`src/rtl/fra_pkg.sv`:
```
// Shared types, constants and operation codes of the four-register ALU executor.
package fra_pkg;

  localparam int NUM_REGS  = 4;
  localparam int REG_IDX_W = $clog2(NUM_REGS);
  localparam int DATA_W    = 32;
  localparam int IMM_W     = 16;
  localparam int OPC_W     = 4;
  localparam int MAP_W     = OPC_W * 16;

  localparam logic [MAP_W-1:0] MAP_RESET = 64'hFEDC_BA98_7654_3210;

  typedef enum logic [OPC_W-1:0] {
    OP_ADDR = 4'd0,
    OP_ADDI = 4'd1,
    OP_MULR = 4'd2,
    OP_MULI = 4'd3,
    OP_BANR = 4'd4,
    OP_BANI = 4'd5,
    OP_BORR = 4'd6,
    OP_BORI = 4'd7,
    OP_SETR = 4'd8,
    OP_SETI = 4'd9,
    OP_GTIR = 4'd10,
    OP_GTRI = 4'd11,
    OP_GTRR = 4'd12,
    OP_EQIR = 4'd13,
    OP_EQRI = 4'd14,
    OP_EQRR = 4'd15
  } op_t;

  typedef struct packed {
    logic                 en;
    logic [REG_IDX_W-1:0] idx;
    logic [DATA_W-1:0]    data;
  } rf_wr_t;

endpackage

```
`src/rtl/fra_regfile.sv`:
```
// Register file memory with reset valid bits and forwarding of the latest write.
module fra_regfile (
  input  logic                         clk,
  input  logic                         rst_n,
  input  logic                         rd_en,
  input  logic [fra_pkg::REG_IDX_W-1:0] rd_a_idx,
  input  logic [fra_pkg::REG_IDX_W-1:0] rd_b_idx,
  input  fra_pkg::rf_wr_t              wr,
  output logic [fra_pkg::DATA_W-1:0]   rd_a_data,
  output logic [fra_pkg::DATA_W-1:0]   rd_b_data
);
  import fra_pkg::*;

  logic [DATA_W-1:0]    mem [NUM_REGS];
  logic [NUM_REGS-1:0]  vld_r;
  logic [DATA_W-1:0]    rd_a_q_r, rd_b_q_r;
  logic                 rd_a_v_r, rd_b_v_r;
  logic [REG_IDX_W-1:0] rd_a_idx_r, rd_b_idx_r;
  logic                 byp_vld_r;
  logic [REG_IDX_W-1:0] byp_idx_r;
  logic [DATA_W-1:0]    byp_data_r;

  always_ff @(posedge clk) begin
    if (wr.en) begin
      mem[wr.idx] <= wr.data;
    end
  end

  always_ff @(posedge clk) begin
    if (rd_en) begin
      rd_a_q_r   <= mem[rd_a_idx];
      rd_b_q_r   <= mem[rd_b_idx];
      rd_a_idx_r <= rd_a_idx;
      rd_b_idx_r <= rd_b_idx;
    end
    if (wr.en) begin
      byp_idx_r  <= wr.idx;
      byp_data_r <= wr.data;
    end
  end

  always_ff @(posedge clk) begin
    if (!rst_n) begin
      vld_r     <= '0;
      rd_a_v_r  <= 1'b0;
      rd_b_v_r  <= 1'b0;
      byp_vld_r <= 1'b0;
    end else begin
      if (rd_en) begin
        rd_a_v_r <= vld_r[rd_a_idx];
        rd_b_v_r <= vld_r[rd_b_idx];
      end
      if (wr.en) begin
        vld_r[wr.idx] <= 1'b1;
        byp_vld_r     <= 1'b1;
      end
    end
  end

  // The last write is always the newest value of its entry, so it may be
  // forwarded whether or not the memory read already saw it.
  always_comb begin
    if (byp_vld_r && (byp_idx_r == rd_a_idx_r)) begin
      rd_a_data = byp_data_r;
    end else begin
      rd_a_data = rd_a_v_r ? rd_a_q_r : '0;
    end
    if (byp_vld_r && (byp_idx_r == rd_b_idx_r)) begin
      rd_b_data = byp_data_r;
    end else begin
      rd_b_data = rd_b_v_r ? rd_b_q_r : '0;
    end
  end

endmodule

```
`src/rtl/fra_alu.sv`:
```
// Execute unit for the sixteen operations.
module fra_alu (
  input  fra_pkg::op_t               op,
  input  logic [fra_pkg::DATA_W-1:0] ra,
  input  logic [fra_pkg::DATA_W-1:0] rb,
  input  logic [fra_pkg::IMM_W-1:0]  a,
  input  logic [fra_pkg::IMM_W-1:0]  b,
  output logic [fra_pkg::DATA_W-1:0] result
);
  import fra_pkg::*;

  logic [DATA_W-1:0] ia, ib, mul_rhs;
  logic [DATA_W-1:0] prod;

  assign ia      = {{(DATA_W-IMM_W){1'b0}}, a};
  assign ib      = {{(DATA_W-IMM_W){1'b0}}, b};
  assign mul_rhs = (op == OP_MULI) ? ib : rb;
  assign prod    = ra * mul_rhs;

  always_comb begin
    unique case (op)
      OP_ADDR: result = ra + rb;
      OP_ADDI: result = ra + ib;
      OP_MULR: result = prod;
      OP_MULI: result = prod;
      OP_BANR: result = ra & rb;
      OP_BANI: result = ra & ib;
      OP_BORR: result = ra | rb;
      OP_BORI: result = ra | ib;
      OP_SETR: result = ra;
      OP_SETI: result = ia;
      OP_GTIR: result = {{(DATA_W-1){1'b0}}, $signed(ia) > $signed(rb)};
      OP_GTRI: result = {{(DATA_W-1){1'b0}}, $signed(ra) > $signed(ib)};
      OP_GTRR: result = {{(DATA_W-1){1'b0}}, $signed(ra) > $signed(rb)};
      OP_EQIR: result = {{(DATA_W-1){1'b0}}, ia == rb};
      OP_EQRI: result = {{(DATA_W-1){1'b0}}, ra == ib};
      OP_EQRR: result = {{(DATA_W-1){1'b0}}, ra == rb};
      default: result = '0;
    endcase
  end

endmodule

```
`src/rtl/four_register_alu_executor.sv`:
```
// Path: an accepted word is registered in the execute stage, then its result in the output register.
// Throughput: one instruction per cycle unless out_stall holds the pipeline; the register file has two read ports
// and one write port, and the last write is forwarded to the execute stage.
// Reset: synchronous, active low; all registers read as zero and the opcode
// map returns to the identity map. No clearing pass is needed.
module four_register_alu_executor (
  input  logic                              clk,
  input  logic                              rst_n,
  input  logic                              in_valid,
  output logic                              in_stall,
  input  logic [fra_pkg::OPC_W-1:0]         in_opcode,
  input  logic [fra_pkg::IMM_W-1:0]         in_a,
  input  logic [fra_pkg::IMM_W-1:0]         in_b,
  input  logic [fra_pkg::REG_IDX_W-1:0]     in_c,
  output logic                              out_valid,
  input  logic                              out_stall,
  output logic signed [fra_pkg::DATA_W-1:0] out_written_value,
  output logic [fra_pkg::REG_IDX_W-1:0]     out_dest_index,
  output logic signed [fra_pkg::DATA_W-1:0] out_reg_zero,
  input  logic                              cfg_we,
  input  logic [fra_pkg::MAP_W-1:0]         cfg_wdata
);
  import fra_pkg::*;

  logic [MAP_W-1:0]     opcode_map_r;
  logic                 s1_valid_r;
  op_t                  s1_op_r;
  logic [IMM_W-1:0]     s1_a_r, s1_b_r;
  logic [REG_IDX_W-1:0] s1_c_r;
  logic                 out_valid_r;
  logic [DATA_W-1:0]    out_value_r, out_zero_r;
  logic [REG_IDX_W-1:0] out_dest_r;
  logic [DATA_W-1:0]    reg0_r;

  logic              advance, accept, retire;
  logic [DATA_W-1:0] ra, rb, result, zero_nxt;
  rf_wr_t            wr;

  assign advance  = !s1_valid_r || !out_valid_r || !out_stall;
  assign accept   = in_valid && advance;
  assign retire   = s1_valid_r && advance;
  assign in_stall = !advance;

  assign wr.en   = retire;
  assign wr.idx  = s1_c_r;
  assign wr.data = result;

  fra_regfile u_regfile (
    .clk       (clk),
    .rst_n     (rst_n),
    .rd_en     (accept),
    .rd_a_idx  (in_a[REG_IDX_W-1:0]),
    .rd_b_idx  (in_b[REG_IDX_W-1:0]),
    .wr        (wr),
    .rd_a_data (ra),
    .rd_b_data (rb)
  );

  fra_alu u_alu (
    .op     (s1_op_r),
    .ra     (ra),
    .rb     (rb),
    .a      (s1_a_r),
    .b      (s1_b_r),
    .result (result)
  );

  assign zero_nxt = (s1_c_r == '0) ? result : reg0_r;

  always_ff @(posedge clk) begin
    if (!rst_n) begin
      opcode_map_r <= MAP_RESET;
      s1_valid_r   <= 1'b0;
      out_valid_r  <= 1'b0;
      reg0_r       <= '0;
    end else begin
      if (cfg_we) begin
        opcode_map_r <= cfg_wdata;
      end
      if (advance) begin
        s1_valid_r <= in_valid;
      end
      if (retire) begin
        out_valid_r <= 1'b1;
        reg0_r      <= zero_nxt;
      end else if (!out_stall) begin
        out_valid_r <= 1'b0;
      end
    end
  end

  always_ff @(posedge clk) begin
    if (accept) begin
      s1_op_r <= op_t'(opcode_map_r[in_opcode*OPC_W +: OPC_W]);
      s1_a_r  <= in_a;
      s1_b_r  <= in_b;
      s1_c_r  <= in_c;
    end
    if (retire) begin
      out_value_r <= result;
      out_dest_r  <= s1_c_r;
      out_zero_r  <= zero_nxt;
    end
  end

  assign out_valid         = out_valid_r;
  assign out_written_value = out_value_r;
  assign out_dest_index    = out_dest_r;
  assign out_reg_zero      = out_zero_r;

  // A word written to register zero must show as register zero too.
  a_zero_match: assert property (@(posedge clk) disable iff (!rst_n)
    out_valid_r && (out_dest_r == '0) |-> out_zero_r == out_value_r)
    else $error("register zero does not match the word written to it");

  // Compares give only 0 or 1.
  a_cmp_bool: assert property (@(posedge clk) disable iff (!rst_n)
    s1_valid_r && (s1_op_r == OP_GTIR || s1_op_r == OP_GTRI || s1_op_r == OP_GTRR ||
                   s1_op_r == OP_EQIR || s1_op_r == OP_EQRI || s1_op_r == OP_EQRR)
    |-> result[DATA_W-1:1] == '0)
    else $error("compare result wider than one bit");

  // A held execute word is neither lost nor altered.
  a_s1_hold: assert property (@(posedge clk) disable iff (!rst_n)
    s1_valid_r && !advance |=> s1_valid_r && $stable(s1_c_r) && $stable(s1_op_r))
    else $error("stalled execute word changed");

  // The register zero shadow follows every write to entry zero.
  a_reg0_track: assert property (@(posedge clk) disable iff (!rst_n)
    wr.en && (wr.idx == '0) |=> reg0_r == $past(wr.data))
    else $error("register zero shadow missed a write");

endmodule

```
`config.mk`:
```
export PLATFORM = sky130hd
export DESIGN_NAME = four_register_alu_executor
export DESIGN_NICKNAME = d
export VERILOG_FILES = /design/src/rtl/fra_pkg.sv /design/src/rtl/fra_regfile.sv /design/src/rtl/fra_alu.sv /design/src/rtl/four_register_alu_executor.sv
export SDC_FILE = /design/constraint.sdc
export NUM_CORES = 2
export LEC_CHECK = 0
export ABC_CLOCK_PERIOD_IN_PS = 9600
export BUFFER_PORTS_ARGS = -buffer_cell sky130_fd_sc_hd__buf_2
export CAP_MARGIN = 30
export CORE_ASPECT_RATIO = 1.4
export CORE_MARGIN = 2
export CORE_UTILIZATION = 52
export DETAILED_ROUTE_END_ITERATION = 8
export PLACE_DENSITY = 0.72
export SLEW_MARGIN = 0
export SYNTH_ARGS = -nofsm -noshare
export SYNTH_HDL_FRONTEND = slang
export SYNTH_SLANG_ARGS = --single-unit
```
`constraint.sdc`:
```
create_clock -name clk -period 9.6 [get_ports clk]
set_input_delay 0.48 -clock clk [delete_from_list [all_inputs] [get_ports clk]]
set_output_delay 0.48 -clock clk [all_outputs]
set_load 0.01 [all_outputs]
```
==> impl_metrics.env <==
export IMPL_slew_headroom_pct=25.1
export IMPL_p_per_area_nw_per_um2=100
export IMPL_final_instance_count_excl_fillers=4992
export IMPL_final_fill_count=6313
export IMPL_ys_dominant_reg_cell="sky130_fd_sc_hd__edfxtp_1"
export IMPL_cp_data_arrival_time_ns=9.53
export IMPL_global_route_usage_total_pct=35.8
export IMPL_chipWidth_um=233
export IMPL_clock_fmax_mhz=108
export IMPL_final_area_um2=42400
export IMPL_number_of_flops_mapped_to_enable_cells_by_yosys=296
export IMPL_outcome="finished clean"
export IMPL_required_ns=9.86
export IMPL_finalSetupViolations=0
export IMPL_finalCriticalPeriod_ns=9.27
export IMPL_cts_max_path_buffers=3
export IMPL_rsz0062_at_grt="no"
export IMPL_worst_clock_skew_ns=0.0228
export IMPL_critical_path_slowest_cell="sky130_fd_sc_hd__fa_1"
export IMPL_route_antenna_remaining_nets=0
export IMPL_yosys_register_bits=401
export IMPL_placementRows=117
export IMPL_path_buf_inv=2
export IMPL_regArea_um2=11000
export IMPL_first_pass_grt_wire_length_mm=195
export IMPL_post_route_period_util_pct=96.5
export IMPL_worstSkewPairLatency_ns=0.55
export IMPL_mostFrequentLayoutCell="sky130_fd_sc_hd__inv_1"
export IMPL_synth_avg_cell_area_um2=10.1
export IMPL_avgRoutedWirePerCell_um=26.4
export IMPL_start_util_pct=52.4
export IMPL_dpl_cell_area_um2=41200
export IMPL_drt_first_iter_violations=2820
export IMPL_critical_path_peak_fanout=25
export IMPL_worst_hold_startpoint="in_c[1]"
export IMPL_longest_individual_stage_delay_on_the_worst_path_ns=0.63
export IMPL_first_global_vias=31029
export IMPL_start_kind="flop"
export IMPL_htree_levels=2
export IMPL_core_area_um2=72600
export IMPL_total_number_of_vias=29968
export IMPL_timing_hold_violations_final=0
export IMPL_worst_slew_pin_slew_ns=1.12
export IMPL_syn_area_um2=38000
export IMPL_gp_congestion=1.03
export IMPL_initial_antenna_violation_count=5
export IMPL_die_area_um2=75300
export IMPL_cts_tree="yes"
export IMPL_io_buffers=174
export IMPL_route_detailed_drc=0
export IMPL_hold_path_class="in2reg"
export IMPL_detailedRoute_firstPassIterationCount=7
export IMPL_postSynthCellCount=3758
export IMPL_yosys_cell_types_count=89
export IMPL_pin_count=175
export IMPL_startpoint="u_regfile.byp_idx_r[1]$_DFFE_PP_"
export IMPL_synth_fp_nets=4602
export IMPL_layout_area_overhead_vs_synth_pct=11.5
export IMPL_slew_viol_final=0
export IMPL_critPathKind="reg2reg"
export IMPL_finish_utilization_pct=58.4
export IMPL_dp_worst_setup_slack_ns=0.216
export IMPL_crit_top_cell="sky130_fd_sc_hd__fa_1"
export IMPL_chip_height_um=324
export IMPL_hpwl_mm=105
export IMPL_drt_wirelength_mm=132
export IMPL_clkSlewWorstSetupHoldPaths_ns=0.07
export IMPL_tns_ns=0
export IMPL_setup_slack_ns=0.332
export IMPL_drt_vias_per_instance=6.00
export IMPL_synth_warning_count=0
export IMPL_final_nets=4856
export IMPL_yosysSeqAreaShare_pct=28.9
export IMPL_layout_cells_most_common_list="sky130_fd_sc_hd__inv_1 (490), sky130_fd_sc_hd__nor2_1 (477), sky130_fd_sc_hd__nand2_1 (412)"
export IMPL_cts_hold_repair_buffers=0
export IMPL_endpoint_kind="flop"
export IMPL_clockRootBuffer="sky130_fd_sc_hd__clkbuf_16"
export IMPL_worstReg2RegStart="u_regfile.byp_idx_r[1]$_DFFE_PP_"
export IMPL_path_delay_family="adder cells"
export IMPL_cts_sinks=401
export IMPL_largest_net_degree_at_the_start_of_global_routing=67
export IMPL_async_flop_share_pct=0
export IMPL_drive_gt1_share_pct=15.5
export IMPL_leakage_dissipation_nw=19.1
export IMPL_vdd_ir_drop_max_v=0.000179
export IMPL_multi_input_comb_area_um2=24500
export IMPL_cts_inserted_buffers=34
export IMPL_place_detailed_instances=4920
export IMPL_max_cap_viol_count=0
export IMPL_remaining_global_route_overflow=0
## stage by stage
stage	power, mW	hold WS, ns
after floorplan	2.50	0.436
after global placement	2.85	0.442
after detailed placement	2.86	0.447
after CTS	4.24	0.0875
after global routing	4.37	0.102
final	4.24	0.102
## path summary, 6_finish.rpt
check	end	slack [ns]	cells after the start
setup / recovery	out_reg_zero[31]$_DFFE_PP_	0.33	27
hold / removal	s1_c_r[1]$_DFFE_PP_	0.10	1
setup reg to reg	out_reg_zero[31]$_DFFE_PP_	0.33	27
hold reg to reg	reg0_r[23]$_SDFFE_PN0P_	0.45	2
## metal layers
metal	GRT usage (%)	vias to the layer above	part of all wire [%]
li1	-	13019	-
met1	40.3	14914	34
met2	59.8	1513	48
met3	5.78	516	7.5
met4	29.8	6	10
met5	0	-	0.030
## state kept, by name, summed over array words and instances, names as in the netlist, 2 cells and up
| register | cells |
|---|---|
| reg0_r | 32 |
| u_regfile.rd_b_q_r | 32 |
| u_regfile.byp_data_r | 32 |
| s1_a_r | 16 |
| u_regfile.mem | 128 |
| s1_b_r | 16 |
| s1_op_r | 4 |
| u_regfile.byp_idx_r | 2 |
| opcode_map_r | 64 |
| s1_c_r | 2 |
| out_reg_zero | 32 |
| u_regfile.rd_a_q_r | 32 |
| u_regfile.vld_r | 4 |
## report_power, final
group          internal (mW)  switching [mW]  total [mW]
combinational          0.287           0.546       0.833
sequential              1.96          0.0648        2.02
clock                  0.759           0.625        1.38
total                   3.01            1.24        4.24
## Yosys cell counts (all sizes together), types with 4 or more instances
cell / n / area share [%]
inv: 514 / 5.1
nor2: 486 / 4.8
nand2: 415 / 4.1
fa: 409 / 22
ha: 328 / 11
edfxtp: 296 / 23
a21oi: 172 / 2.3
clkbuf: 131 / 1.3
dfxtp: 105 / 5.5
o21ai: 101 / 1.4
mux4: 86 / 5.1
mux2i: 75 / 2.0
a21o: 56 / 1.1
xnor2: 54 / 1.3
buf: 49 / 0.66
a31oi: 41 / 0.72
nand2b: 36 / 0.59
nor3: 32 / 0.48
nand3: 31 / 0.43
a221oi: 26 / 0.60
nor4: 26 / 0.43
xor2: 24 / 0.59
nor2b: 23 / 0.38
and3: 21 / 0.35
nand4: 20 / 0.33
o21a: 17 / 0.34
and2: 16 / 0.26
o21bai: 15 / 0.30
a211oi: 14 / 0.28
mux2: 12 / 0.36
o211ai: 12 / 0.24
xnor3: 12 / 0.71
a21boi: 11 / 0.22
o31ai: 11 / 0.22
o311ai: 8 / 0.18
or3: 7 / 0.12
o221ai: 6 / 0.14
a22oi: 5 / 0.099
and4: 5 / 0.12
nor3b: 4 / 0.079
o2111ai: 4 / 0.092
## kinds of logic after synthesis
logic type                 Yosys count  synth area share (%)
and+or+nand+nor                   1135                  12.8
buffers and inverters              696                  7.07
DFF                                401                  28.9
muxes                              173                  7.44
AOI/OAI and AO/OA                  525                  8.81
xor gates and xnor gates            91                  2.69
adders and majority gates          737                  32.3
## final cells by class
| cell class | instances | area share, % |
|---|---|---|
| timing repair buffer | 399 | 6.31 |
| antenna | 2 | 0.0118 |
| tap | 952 | 2.81 |
| clock buffer | 44 | 2.22 |
| inverter | 515 | 4.58 |
| clock inverter | 18 | 0.404 |
| sequential | 401 | 25.9 |
| multi-input combinational | 2661 | 57.7 |
## what timing repair did
action                     in CTS  in global routing
setup buffers                   0                  6
resized for setup               0                 22
setup endpoints to repair       0                 15
(Power assumes the default switching activity.)
